`src/faz_pkg.sv`:
```
// ----------------------------------------------------------------------------
// faz_pkg: shared types and constants for the all-zero filter
// Widths, op and register codes, and the structs passed along the tap chain.
// ----------------------------------------------------------------------------
package faz_pkg;

  localparam int MAX_ORDER      = 32;
  localparam int NUM_TAPS       = MAX_ORDER + 1;
  localparam int COEF_FRAC_BITS = 14;
  localparam int SAMPLE_W       = 16;
  localparam int COEF_W         = 18;
  localparam int IDX_W          = 6;
  localparam int ORDER_W        = 6;
  localparam int OP_W           = 2;
  localparam int PROD_W         = SAMPLE_W + COEF_W;
  // 33 products of 34 bits need 6 more bits of headroom
  localparam int ACC_W          = PROD_W + 6;
  localparam int OUT_W          = 24;
  localparam int CFG_IDX_W      = 1;
  localparam int CFG_DATA_W     = 6;

  localparam logic [OP_W-1:0] OP_FILTER = 2'd0;
  localparam logic [OP_W-1:0] OP_COEF   = 2'd1;
  localparam logic [OP_W-1:0] OP_CLEAR  = 2'd2;

  localparam logic [CFG_IDX_W-1:0] REG_FILTER_ORDER = 1'd0;
  localparam logic [CFG_IDX_W-1:0] REG_UNITY_LEAD   = 1'd1;

  // Broadcast control to every tap cell
  typedef struct packed {
    logic                       shift;
    logic                       clear;
    logic                       coef_we;
    logic [IDX_W-1:0]           coef_idx;
    logic signed [COEF_W-1:0]   coef_val;
    logic signed [SAMPLE_W-1:0] sample;
    logic [ORDER_W-1:0]         order;
    logic                       unity;
  } ctrl_t;

  // Partial sum travelling down the chain
  typedef struct packed {
    logic                    vld;
    logic signed [ACC_W-1:0] acc;
  } pipe_t;

endpackage

```
`src/faz_outstage.sv`:
```
// ----------------------------------------------------------------------------
// faz_outstage: round, saturate and present the filter result
// Catches the finished sum, rounds by the coefficient fraction, clips to the
// output width and holds it in the output register until taken.
// ----------------------------------------------------------------------------
module faz_outstage (
  input  logic                             clk_i,
  input  logic                             rst_ni,
  input  faz_pkg::pipe_t                   pipe_i,
  output logic                             busy_o,
  output logic                             out_vld_o,
  input  logic                             out_rdy_i,
  output logic signed [faz_pkg::OUT_W-1:0] out_data_o,
  output logic                             out_sat_o
);

  localparam int SHIFT_W = faz_pkg::ACC_W - faz_pkg::COEF_FRAC_BITS;

  localparam logic signed [SHIFT_W-1:0] OUT_MAX =
    SHIFT_W'((64'sd1 <<< (faz_pkg::OUT_W - 1)) - 64'sd1);
  localparam logic signed [SHIFT_W-1:0] OUT_MIN =
    SHIFT_W'(-(64'sd1 <<< (faz_pkg::OUT_W - 1)));

  logic                               res_vld_q;
  logic signed [faz_pkg::ACC_W-1:0]   res_acc_q;
  logic                               out_vld_q;
  logic signed [faz_pkg::OUT_W-1:0]   out_data_q, out_data_d;
  logic                               out_sat_q, out_sat_d;
  logic signed [faz_pkg::ACC_W-1:0]   rounded;
  logic signed [SHIFT_W-1:0]          scaled;
  logic                               load;

  // add half an LSB then floor
  assign rounded = res_acc_q + (faz_pkg::ACC_W'(1) <<< (faz_pkg::COEF_FRAC_BITS - 1));
  assign scaled  = SHIFT_W'(rounded >>> faz_pkg::COEF_FRAC_BITS);
  assign load    = res_vld_q && (!out_vld_q || out_rdy_i);

  always_comb begin
    if (scaled > OUT_MAX) begin
      out_data_d = faz_pkg::OUT_W'(OUT_MAX);
      out_sat_d  = 1'b1;
    end else if (scaled < OUT_MIN) begin
      out_data_d = faz_pkg::OUT_W'(OUT_MIN);
      out_sat_d  = 1'b1;
    end else begin
      out_data_d = faz_pkg::OUT_W'(scaled);
      out_sat_d  = 1'b0;
    end
  end

  always_ff @(posedge clk_i or negedge rst_ni) begin
    if (!rst_ni) begin
      res_vld_q <= 1'b0;
      out_vld_q <= 1'b0;
    end else begin
      if (pipe_i.vld) begin
        res_vld_q <= 1'b1;
      end else if (load) begin
        res_vld_q <= 1'b0;
      end
      if (load) begin
        out_vld_q <= 1'b1;
      end else if (out_rdy_i) begin
        out_vld_q <= 1'b0;
      end
    end
  end

  always_ff @(posedge clk_i) begin
    if (pipe_i.vld) begin
      res_acc_q <= pipe_i.acc;
    end
    if (load) begin
      out_data_q <= out_data_d;
      out_sat_q  <= out_sat_d;
    end
  end

  assign busy_o     = res_vld_q;
  assign out_vld_o  = out_vld_q;
  assign out_data_o = out_data_q;
  assign out_sat_o  = out_sat_q;

endmodule
```
`config.mk`:
```
export PLATFORM = sky130hd
export DESIGN_NAME = faz_outstage
export DESIGN_NICKNAME = d
export VERILOG_FILES = /design/src/faz_pkg.sv /design/src/faz_outstage.sv
export SDC_FILE = /design/constraint.sdc
export NUM_CORES = 1
export LEC_CHECK = 0
export ABC_CLOCK_PERIOD_IN_PS = 5950
export BUFFER_PORTS_ARGS = -buffer_cell sky130_fd_sc_hd__buf_2
export CAP_MARGIN = 20
export CORE_MARGIN = 4
export CORE_UTILIZATION = 30
export CTS_CLUSTER_DIAMETER = 50
export DETAILED_ROUTE_END_ITERATION = 12
export PLACE_DENSITY = 0.49
export SETUP_SLACK_MARGIN = 0.4
export SLEW_MARGIN = 20
export SYNTH_ARGS = -nofsm -noshare
export SYNTH_HDL_FRONTEND = slang
export SYNTH_SLANG_ARGS = --single-unit
```
`constraint.sdc`:
```
create_clock -name clk_i -period 5.95 [get_ports clk_i]
set_input_delay 0 -clock clk_i [delete_from_list [all_inputs] [get_ports clk_i]]
set_output_delay 0 -clock clk_i [all_outputs]
set_load 0.02 [all_outputs]
```
== Word level (Yosys, flattened, before mapping) ==
Index checks and enable logic that the tools add are counted.
Storage, ports and cells
  flip-flop bits (word level): 67
  input port bits: 44
  logic and storage cells: 19
Operators by class
  $add $sub $neg: 1
  magnitude comparators: 2
  multiplexer cells: 6
  reduce and logical (&&, ||, !) cells: 5
Operator list (number)
  $add A40 B15 Y40 const B: 1
  $gt A26 B24 Y1 const B: 1
  $lt A26 B24 Y1 const B: 1
  $mux W24: 1
  $mux W1: 5
  $reduce_bool A2 Y1: 2
  $logic_and A1 B1 Y1: 1
  $logic_not A1 Y1: 1
  $logic_or A1 B1 Y1: 1

== Logic depth before layout (Yosys ltp) ==
  depth after elaboration: 5
  gate-level depth with buffers: 8
  mapped depth without buffers: 6

== Worst setup path after synthesis ==
OpenSTA, ideal clock, no wires.
  kind: register to register
  start point: register res_acc_q[13] (netlist bit)
  end point: register out_data_q, in the netlist out_data_o[14] (data pin)
  setup time: 0.274 ns
  data arrival time: 2.028 ns
  required time: 5.676 ns
  slack: 3.647 ns
  stages on the path, launching flop included: 9
  path buffers: 2
  period minus slack after synthesis: 2.303 ns
  cells stage by stage: edfxtp_1 ha_1 nand4_4 or4_4 buf_6 a31o_2 a21oi_4 buf_4 a211oi_1
Between the ends
  word-level cells in the longest chain between the ends: 3
  elaborated cells on any way between the ends: 4
  classes of those cells: 1 x add/sub; 2 x order compare; 1 x mux
Ends and longest elaborated chain
  start, declared: line faz_outstage.sv:25  | logic signed [faz_pkg::ACC_W-1:0] res_acc_q;
  start signal, assigned: line faz_outstage.sv:71  | res_acc_q <= pipe_i.acc;
  $add A40 B15 Y40 (*): line faz_outstage.sv:34  | assign rounded = res_acc_q + (faz_pkg::ACC_W'(1) <<< (faz_pkg::COEF_FRAC_BITS - 1));
  $lt A26 B24 Y1: line faz_outstage.sv:42  | end else if (scaled < OUT_MIN) begin
  $mux W24: line faz_outstage.sv:42
  end signal, assigned: line faz_outstage.sv:74  | out_data_q <= out_data_d;
  end, declared: line faz_outstage.sv:27  | logic signed [faz_pkg::OUT_W-1:0] out_data_q, out_data_d;
Every way passes the cells marked *; elsewhere a longest branch is shown, timed or not.
A chain may end at the register's enable or synchronous reset.

== Worst setup path after layout ==
  start point: register res_acc_q[13] (netlist bit)
  end point: register out_data_q, in the netlist out_data_o[16] (data pin)
Same word-level chain as after synthesis.

==> impl_metrics.toml <==
[status]
status = "finished clean"

[drt]
drtPass1Iterations = 4
drt_wl_total_um = 5040
drcViolationCount = 0
ant_nets = 0
wl_per_cell_um = 13.1
avgViaCountPerCell = 4.57
vias = 1753
dr.first_iter.drc_count = 144

[logic_synthesis]
synth_fp_nets = 238
yosysWarningCount = 0
ys_seq_elements = 54
yosysTopAreaCell = "edfxtp_1"
netlist_instances = 193
syn_area_per_cell_um2 = 13.4
netlist_area_um2 = 2580
ys_top_cells_by_area = "edfxtp_1 60%, a211oi_1 6.1%, xnor2_1 3.4%, xor2_1 3.4%, nor4_4 2.5%"
synth_cell_types = 37
seq_area_frac_synth_pct = 62.4
yosysTopAreaCellShare_pct = 60.5

[clock_tree]
clock-sinks = 54
clk_path_buf_depth = 2
cts_buffers = 5
cts_tree = "done"
ctsResizeCount = 0
clockRootBuffer = "clkbuf_8"
holdBufCountCts = 30
clk_pin_slew_ns = 0.09
post-cts-setup-buffers = 0
clk_latency_ns = 0.30
ctsHtreeMaxLevel = 2

[critical_path]
critPathKind = "reg -> reg"
rrSetupSlack_ns = 3.33
arrival_ns = 2.65
worst_ep_required_time_ns = 5.98
crit_path_start_kind = "flop"
end_kind = "flop"
path_max_fanout = 23
worstRegToRegCells = 6
r2r-end = "out_data_o[16]"
rr_startpoint = "res_acc_q[13]"

[grt]
grt_max_degree = 29
use_met2_pct = 14.8
grt_busiest_layer = "met1"
grt_pass1_vias = 1726
antenna_found_initial = 0
overflow = 0
grt_pass1_wl_um = 8490
track_usage_pct = 10.5
grt_util_met1_pct = 15.6
grt_use_met3_pct = 2.35

[flow_run]
maxCapViolCount = 0

[min_path]
hold_end = "res_acc_q[20]"
whs_path_depth = 1
min-delay-start = "pipe_i[40]"
hp-class = "in -> reg"

[floorplan]
boundaryPins = 71
initial_core_util_pct = 31.1
core_um2 = 8300
dieHeight_um = 101
die_x_um = 101
die_area_um2 = 10200
rows = 33

[sta]
slew-limit-headroom_pct = 60.1
finalCritPeriodShare_pct = 44.0
hold_violations = 0
fmax_mhz = 382
setup_tns_ns = 0
drv_slew = 0
rsz0062_at_grt = "no"
hold_ws_ns = 0.235
finClkSkew_ns = 0.00247
fin_crit_ns = 2.62
setup_viol = 0
tightest_slew_ns = 0.599

[placed_design]
gp_congestion = 0.810
io_buffers = 57
hpwlAfterDp_um = 3700

[pwr]
power.total_mw = 0.819
p_leak_nw = 1.20
irDropWorstVdd_mv = 0.0692
powerDensity_nw_per_um2 = 245

[layout]
mostFrequentLayoutCells = "57 x buf_2, 52 x edfxtp_1, 30 x dlygate4sd3_1"
areaGrowthSynthToFinish_pct = 29.2
antenna_cells = 0
nets = 323
mostFrequentLayoutCell = "buf_2"
drive_above_1_share_pct = 28.3
sequential cells by signal (all words and copies together) (netlist names):
name,count
out_vld_o,1
out_data_o,24
busy_o,1
out_sat_o,1
res_acc_q,27
where the power goes:
part	internal (mW)	switching, mW
clock network	0.0839	0.112
registers	0.462	0.0233
logic	0.0596	0.0784
total	0.605	0.213
synthesized netlist by cell type, drive strengths merged:
cell	n
inv	5
xnor2	10
a31o	2
nand2	16
and3	2
nor2	7
nor3	3
o21ai	3
or2	2
nor4	3
edfxtp	52
buf	6
ha	1
a21oi	5
a31oi	1
a211oi	23
clkbuf	5
nand4	9
a41o	2
nand2b	1
and4	4
xor2	10
or3	1
dfrtp	2
a32oi	1
o21bai	1
o2111ai	2
or4	1
a21o	1
and2	2
nand3	10
layer usage:
| metal | wire, µm | share of wire (%) | up-vias |
|---|---|---|---|
| met3 | 276 | 5.5 | 6 |
| met2 | 2090 | 42 | 46 |
| met1 | 2580 | 51 | 776 |
| met5 | 0 | 0 | - |
| li1 | - | - | 925 |
| met4 | 87 | 1.7 | 0 |
worst max-delay path by stage:
| stage | startpoint | endpoint | slack (ns) | cells past startpoint |
|---|---|---|---|---|
| 2_1_floorplan | res_acc_q[13] | out_data_o[14] | 3.65 | 8 |
| 3_3_place_gp | res_acc_q[13] | out_data_o[15] | 3.38 | 6 |
| 3_5_place_dp | res_acc_q[13] | out_data_o[16] | 3.34 | 6 |
| 4_1_cts | res_acc_q[13] | out_data_o[16] | 3.32 | 6 |
| 5_1_grt | res_acc_q[13] | out_data_o[12] | 3.16 | 6 |
| 6_report | res_acc_q[13] | out_data_o[16] | 3.33 | 6 |
final cells by class:
class | instances | area [µm²]
clock buffer | 8 | 80.1
fill | 826 | 4960
inverter | 5 | 18.8
multi-input combinational | 123 | 893
sequential | 54 | 1610
tap | 105 | 131
timing repair buffer | 89 | 601
stage by stage:
stage,instance area [µm²],utilization [%],worst slack (ns),std cells
2_1_floorplan,2580,-,3.65,193
3_3_place_gp,2950,35.6,3.38,346
5_1_grt,3340,40.2,3.16,384
4_1_cts,3330,40.2,3.32,384
6_report,3340,40.2,3.33,384
3_5_place_dp,2950,35.6,3.34,346
worst max-delay path, stage by stage (launching register included):
cell and delay, ns:
edfxtp_1 0.38, ha_1 0.28, nand4_4 0.17, or4_4 0.63, a31o_2 0.26, a21oi_4 0.50
a211oi_1 0.13
logic make-up after synthesis:
group                    share of synthesized area, %
AND/OR/NAND/NOR                                  14.9
flip-flops                                       62.4
AO/OA/AOI/OAI                                    12.4
XOR/XNOR                                         6.78
buffers and inverters                            3.05
adder cells (fa/ha/maj)                         0.484
Note: power is estimated with default switching activity, not from simulation.
