## src/faz_pkg.sv

```systemverilog
// ----------------------------------------------------------------------------
// faz_pkg: shared types and constants for the all-zero filter
// Widths, op and register codes, and the structs passed along the tap chain.
// ----------------------------------------------------------------------------
package faz_pkg;

  localparam int MAX_ORDER      = 32;
  localparam int NUM_TAPS       = MAX_ORDER + 1;
  localparam int COEF_FRAC_BITS = 14;
  localparam int SAMPLE_W       = 16;
  localparam int COEF_W         = 18;
  localparam int IDX_W          = 6;
  localparam int ORDER_W        = 6;
  localparam int OP_W           = 2;
  localparam int PROD_W         = SAMPLE_W + COEF_W;
  // 33 products of 34 bits need 6 more bits of headroom
  localparam int ACC_W          = PROD_W + 6;
  localparam int OUT_W          = 24;
  localparam int CFG_IDX_W      = 1;
  localparam int CFG_DATA_W     = 6;

  localparam logic [OP_W-1:0] OP_FILTER = 2'd0;
  localparam logic [OP_W-1:0] OP_COEF   = 2'd1;
  localparam logic [OP_W-1:0] OP_CLEAR  = 2'd2;

  localparam logic [CFG_IDX_W-1:0] REG_FILTER_ORDER = 1'd0;
  localparam logic [CFG_IDX_W-1:0] REG_UNITY_LEAD   = 1'd1;

  // Broadcast control to every tap cell
  typedef struct packed {
    logic                       shift;
    logic                       clear;
    logic                       coef_we;
    logic [IDX_W-1:0]           coef_idx;
    logic signed [COEF_W-1:0]   coef_val;
    logic signed [SAMPLE_W-1:0] sample;
    logic [ORDER_W-1:0]         order;
    logic                       unity;
  } ctrl_t;

  // Partial sum travelling down the chain
  typedef struct packed {
    logic                    vld;
    logic signed [ACC_W-1:0] acc;
  } pipe_t;

endpackage

```

## src/faz_cell.sv

```systemverilog
// ----------------------------------------------------------------------------
// faz_cell: one filter tap
// Holds one coefficient and one delay-line sample, adds its term (product,
// tap-0 unity sample or zero) to the previous cell's sum, hands it onward.
// ----------------------------------------------------------------------------
module faz_cell (
  input  logic                                clk_i,
  input  logic                                rst_ni,
  input  logic [faz_pkg::IDX_W-1:0]           tap_idx_i,
  input  faz_pkg::ctrl_t                      ctrl_i,
  input  logic signed [faz_pkg::SAMPLE_W-1:0] prev_sample_i,
  output logic signed [faz_pkg::SAMPLE_W-1:0] sample_o,
  input  faz_pkg::pipe_t                      pipe_i,
  output faz_pkg::pipe_t                      pipe_o
);

  logic signed [faz_pkg::COEF_W-1:0]   coef_q, coef_d;
  logic signed [faz_pkg::SAMPLE_W-1:0] sample_q, sample_d;
  logic signed [faz_pkg::PROD_W-1:0]   prod;
  logic signed [faz_pkg::ACC_W-1:0]    term;
  logic                                vld_q;
  logic signed [faz_pkg::ACC_W-1:0]    acc_q, acc_d;

  always_comb begin
    coef_d = coef_q;
    if (ctrl_i.coef_we && (ctrl_i.coef_idx == tap_idx_i)) begin
      coef_d = ctrl_i.coef_val;
    end
    sample_d = sample_q;
    if (ctrl_i.clear) begin
      sample_d = '0;
    end else if (ctrl_i.shift) begin
      sample_d = prev_sample_i;
    end
  end

  assign prod = coef_q * sample_q;

  always_comb begin
    if ((tap_idx_i == '0) && ctrl_i.unity) begin
      term = {{(faz_pkg::ACC_W - faz_pkg::SAMPLE_W - faz_pkg::COEF_FRAC_BITS){sample_q[
              faz_pkg::SAMPLE_W-1]}}, sample_q, {faz_pkg::COEF_FRAC_BITS{1'b0}}};
    end else if (tap_idx_i <= ctrl_i.order) begin
      term = faz_pkg::ACC_W'(prod);
    end else begin
      term = '0;
    end
    acc_d = pipe_i.acc + term;
  end

  always_ff @(posedge clk_i or negedge rst_ni) begin
    if (!rst_ni) begin
      coef_q   <= '0;
      sample_q <= '0;
      vld_q    <= 1'b0;
    end else begin
      coef_q   <= coef_d;
      sample_q <= sample_d;
      vld_q    <= pipe_i.vld;
    end
  end

  always_ff @(posedge clk_i) begin
    if (pipe_i.vld) begin
      acc_q <= acc_d;
    end
  end

  assign sample_o   = sample_q;
  assign pipe_o.vld = vld_q;
  assign pipe_o.acc = acc_q;

endmodule

```

## config.mk

```make
export PLATFORM = sky130hd
export DESIGN_NAME = faz_cell
export DESIGN_NICKNAME = d
export VERILOG_FILES = /design/src/faz_pkg.sv /design/src/faz_cell.sv
export SDC_FILE = /design/constraint.sdc
export NUM_CORES = 1
export LEC_CHECK = 0
export BUFFER_PORTS_ARGS = -buffer_cell sky130_fd_sc_hd__buf_4
export CORE_ASPECT_RATIO = 0.7
export CORE_UTILIZATION = 45
export DETAILED_ROUTE_END_ITERATION = 16
export GPL_TIMING_DRIVEN = 0
export PLACE_DENSITY = 0.63
export SYNTH_ARGS = -nofsm -noshare
export SYNTH_HDL_FRONTEND = slang
export SYNTH_SLANG_ARGS = --single-unit
```

## constraint.sdc

```tcl
create_clock -name clk_i -period 10.5 [get_ports clk_i]
set_input_delay 1.05 -clock clk_i [delete_from_list [all_inputs] [get_ports clk_i]]
set_output_delay 1.05 -clock clk_i [all_outputs]
set_load 0.005 [all_outputs]
```

======== After elaboration in Yosys (flattened, before gate mapping) ========
Index checks and enable logic that the tools add are counted.
operators by class
  add/sub/neg operators ................... 1
  multiply operators ...................... 1
  $lt $le $gt $ge ......................... 1
  equal/unequal tests ..................... 1
  mux-type cells .......................... 4
  reductions and logical operators ........ 4
operators by type and width
  operator                                        number
  40-bit two-way mux                              2
  40-bit adder                                    1
  18-bit by 16-bit multiplier with 34-bit output  1
  16-bit two-way mux                              2
  6-bit == test                                   1
  6-bit <= comparator                             1
  6-bit zero test                                 1
  1-bit logical AND                               2
  2-bit nonzero test                              1
storage, ports and cells
  bits in registers ....................... 75
  input bits .............................. 115
  output and inout port bits .............. 57
  logic and storage cells ................. 16

======== Logic depth before layout (Yosys ltp) ========
  word-level depth ........................ 4
  depth in mapped cells ................... 34
  gate-level depth less buffers ........... 32

======== Worst setup path before layout ========
No wires, ideal clock.
  kind .................................... register -> register
  from .................................... register coef_q[10] in the netlist's numbering
  to ...................................... register acc_q[32] in the netlist's numbering, data pin
  arrival ................................. 7,738 ps
  path slack .............................. 2,582 ps
  cell stages (with the launch flop) ...... 30
  period minus slack after synthesis ...... 7,918 ps
  cell sequence ........................... dfrtp_1 > clkbuf_1 > nand2_1 > fa_1 > fa_1 > fa_1 > fa_1 > inv_1 > fa_1 > fa_1 > ha_1 > a21o_1 > a21o_1 > a221oi_2 > o31ai_1 > a211oi_1 > nor2_1 > a211oi_1 > xor2_1 > o21ai_0 > ha_1 > a21o_1 > a21o_1 > a21o_1 > a2111oi_0 > nor3_1 > a21oi_1 > o21ai_2 > a2111o_1 > o311ai_1
between the ends
  cells in the longest elaborated chain, start to end .. 4
ends and longest elaborated chain
  what                                            RTL line        RTL
  start, declared                                 faz_cell.sv:17  logic signed [faz_pkg::COEF_W-1:0] coef_q, coef_d;
  start signal, assigned                          faz_cell.sv:57  coef_q <= coef_d;
  18-bit by 16-bit multiplier with 34-bit output  faz_cell.sv:37  assign prod = coef_q * sample_q;
  40-bit two-way mux                              faz_cell.sv:43  end else if (tap_idx_i <= ctrl_i.order) begin
  40-bit two-way mux                              faz_cell.sv:40  if ((tap_idx_i == '0) && ctrl_i.unity) begin
  40-bit adder                                    faz_cell.sv:48  acc_d = pipe_i.acc + term;
  net acc_d (one bit)                             faz_cell.sv:22  logic signed [faz_pkg::ACC_W-1:0] acc_q, acc_d;
  end signal, assigned                            faz_cell.sv:65  acc_q <= acc_d;
  end, declared                                   faz_cell.sv:22
The timed path passes the listed nets, and every way through them passes these cells.
A chain may end at the register's enable or synchronous reset.

======== Worst setup path after layout ========
Ends and elaborated chain as after synthesis.

==> run_results.csv <==
group,metric,value,unit
status,status,"finished, final reports clean",
synthesis,syn_area,15800,sq um
drt,vias_per_cell,5.22,
floorplan,die_area,35900,sq um
floorplan,ios,172,
clocking,cts_buffers,9,
cells_and_area,drive_above_1_share,0.113,
global_routing,antenna_found_initial,4,
synthesis,synth_edf_count,40,
synthesis,yosysSeqAreaShare,0.131,
synthesis,async_flop_share,0.467,
setup_path,path_class,"reg -> reg",
drt,remaining_drc_errors,0,
sta,worst_slew_pin_slew,1030,ps
clocking,clock_latency,370,ps
clocking,cts_tree,"done",
synthesis,synth_warnings,0,
clocking,cts-root-buf,"clkbuf_16",
synthesis,synth_flop_cell,"edfxtp_1",
setup_path,crit_arrival,9740,ps
placed_design,gp_congestion,0.944,
floorplan,die_h,159,um
sta,maxSlewHeadroom,0.310,
sta,setup-violations-final,0,
sta,tns,0,ps
setup_path,crit_top_cell,"fa_1",
setup_path,critPathMaxFanout,10,
sta,max_freq,105,MHz
global_routing,track_usage,0.251,
drt,ant_nets,0,
sta,min_period,9560,ps
sta,slew_violations,0,
cells_and_area,nets,2392,
synthesis,yosys_register_bits,75,
global_routing,grt_max_degree,42,
power,p_leak,0.00896,uW
drt,drt-total-wl,42800,um
floorplan,start_util,0.456,
drt,firstDrtPassIters,5,
run,cap_violations,0,
synthesis,yosysUniqueCellTypes,70,
setup_path,worstSetupStartpointType,"flop",
drt,dr_total_vias,12172,
setup_path,cp_data_required_time,10680,ps
sta,setup_ws,939,ps
power,finalPower,3430,uW
clocking,cts_setup_buffers,0,
floorplan,dieWidth,226,um
setup_path,max_stage_delay,640,ps
drt,wl_per_cell,18.4,um
setup_path,critPathSlowestCell,"dfrtp_1",
setup_path,r2r_cells,29,
clocking,cts_hold_buf,0,
synthesis,synth_nets,2228,
synthesis,syn_inst,1690,
setup_path,r2r-end,"acc_q[32]$_DFFE_PP_",
sta,finalCritPeriodShare,0.911,
cells_and_area,n_fill_cell,3314,
clocking,cts.clk_slew.worst_paths,70,ps
setup_path,reg2reg_slack,940,ps
global_routing,grt_pass1_vias,12435,
sta,rsz0062_at_grt,"false",
placed_design,place_ws,1170,ps
setup_path,regToRegStartpoint,"coef_q[10]$_DFFE_PN0P_",
drt,initialDrtViolationCount,752,
clocking,clock_sinks,75,
clocking,clockBufferDepth,2,
setup_path,cp-end-kind,"flop",
synthesis,synth.avg_cell_area,9.35,sq um
clocking,htree_num_levels,3,
placed_design,placed_cell_area,17500,sq um
placed_design,portBuffers,153,
floorplan,coreArea,34700,sq um
sta,hold_viol,0,
clocking,cts_resized,0,
global_routing,grt_pass1_wl,68400,um
cells_and_area,area_growth,13.1,%
global_routing,gr-total-overflow,0,
floorplan,fp-row-count,57,
cells_and_area,final_design_area_no_fill,17900,sq um
worst_hold_path,hp-class,"in -> async",
sta,skew,15.0,ps
power,max-vdd-ir-drop,121,uV
power,power.density,192,nW/um^2
placed_design,hpwl,35900,um
==> worst max-delay path: cells and delay by family, from the launching register on <==
family                   cells  cell delay, ps
AO/OA/AOI/OAI               15            3620
XOR/XNOR                     1             170
adder cells (fa/ha/maj)      8            3810
buffers and inverters        2             670
flip-flops                   1             640
AND/OR/NAND/NOR              3             460
==> kinds of logic (layout without fill, tap and decap cells) <==
kind of cell / after synthesis / in the layout / share of synthesized area
other cells: 0 / 2 / 0
fa+ha+maj: 423 / 423 / 0.473
buf+inv: 410 / 579 / 0.0978
simple gates: 466 / 466 / 0.145
xor+xnor: 68 / 68 / 0.0377
mux: 34 / 34 / 0.0230
flops: 75 / 75 / 0.131
compound gates: 214 / 214 / 0.0919
==> cells in the final DEF, fill, tap and decap left out, types with 35 or more instances in the layout <==
master    Yosys  layout
a21oi_1      55      55
and2_1      132     132
buf_4         1     154
clkbuf_1     56      58
dfrtp_1      35      35
edfxtp_1     40      40
fa_1        291     291
ha_1        132     132
inv_1       348     348
nand2_1     183     183
nor2_1       70      70
o21ai_0      41      41
xnor2_1      51      51
==> state kept, by name (all words and copies together) (netlist names) <==
signal / flops
sample_o: 16
vld_q: 1
coef_q: 18
acc_q: 40
==> cell usage after synthesis, types with 2 or more instances <==
master	n	area, sq um
mux2_2	18	203
buf_1	3	11.3
dfrtp_1	35	876
and4_1	3	26.3
fa_1	291	5830
o21ai_2	2	17.5
xnor2_1	51	447
or4_1	2	15.0
a31oi_1	2	12.5
o21bai_1	10	75.1
a211oi_1	11	82.6
nand2_1	183	687
ha_1	132	1650
a21oi_1	55	275
nand2b_1	10	62.6
o211ai_1	2	15.0
o31ai_1	8	60.1
clkbuf_1	56	210
nand3_1	11	55.1
edfxtp_1	40	1200
a21o_1	31	233
o21a_1	19	143
inv_1	348	1310
a21boi_0	2	15.0
nor3_1	18	90.1
nor2_1	70	263
or3_1	3	18.8
and3_1	3	18.8
nor2b_1	9	56.3
nor4_2	3	37.5
a2111o_1	4	45.0
xor2_1	17	149
a2111oi_0	3	26.3
nand4_1	10	62.6
o31a_1	2	17.5
o21ai_0	41	205
and2_1	132	826
a31o_2	2	17.5
buf_2	2	10.0
mux2i_1	16	160
==> metrics by stage <==
step,instances,hold slack (ps),utilization
6_report,2333,656,0.516
3_3_place_gp,2315,737,0.506
2_1_floorplan,1690,561,-
3_5_place_dp,2315,729,0.506
5_1_grt,2331,693,0.515
4_1_cts,2331,674,0.515
==> metal layers <==
| layer | GRT usage | wire (um) | vias to the layer above |
|---|---|---|---|
| met3 | 0.0564 | 3500 | 52 |
| li1 | - | - | 5613 |
| met5 | 0 | 11 | - |
| met1 | 0.361 | 19000 | 6115 |
| met2 | 0.380 | 19300 | 390 |
| met4 | 0.0656 | 952 | 2 |
==> area by class of cell <==
cell class	instances	area, sq um	area share
clock inverter	5	77.6	0.00434
timing repair buffer	153	1150	0.0643
buffer	62	239	0.0134
multi-input combinational	1205	12200	0.682
sequential	75	2080	0.116
clock buffer	11	233	0.0130
inverter	348	1310	0.0731
antenna	2	5.00	0.000280
tap	472	591	0.0330
==> how the worst max path moves through the flow <==
stage / endpoint / slack, ps / startpoint
floorplan: acc_q[32]$_DFFE_PP_ / 2580 / coef_q[10]$_DFFE_PN0P_
global placement: acc_q[39]$_DFFE_PP_ / 1190 / sample_o[15]$_DFFE_PN0P_
detailed placement: acc_q[32]$_DFFE_PP_ / 1170 / coef_q[10]$_DFFE_PN0P_
CTS: acc_q[32]$_DFFE_PP_ / 1100 / coef_q[10]$_DFFE_PN0P_
global route: acc_q[32]$_DFFE_PP_ / 470 / coef_q[9]$_DFFE_PN0P_
finish: acc_q[32]$_DFFE_PP_ / 940 / coef_q[10]$_DFFE_PN0P_
==> power by group <==
group | switching [uW] | internal, uW
logic | 1430 | 1090
registers | 83.6 | 475
clock network | 142 | 208
total | 1660 | 1770
(Power assumes the default switching activity.)
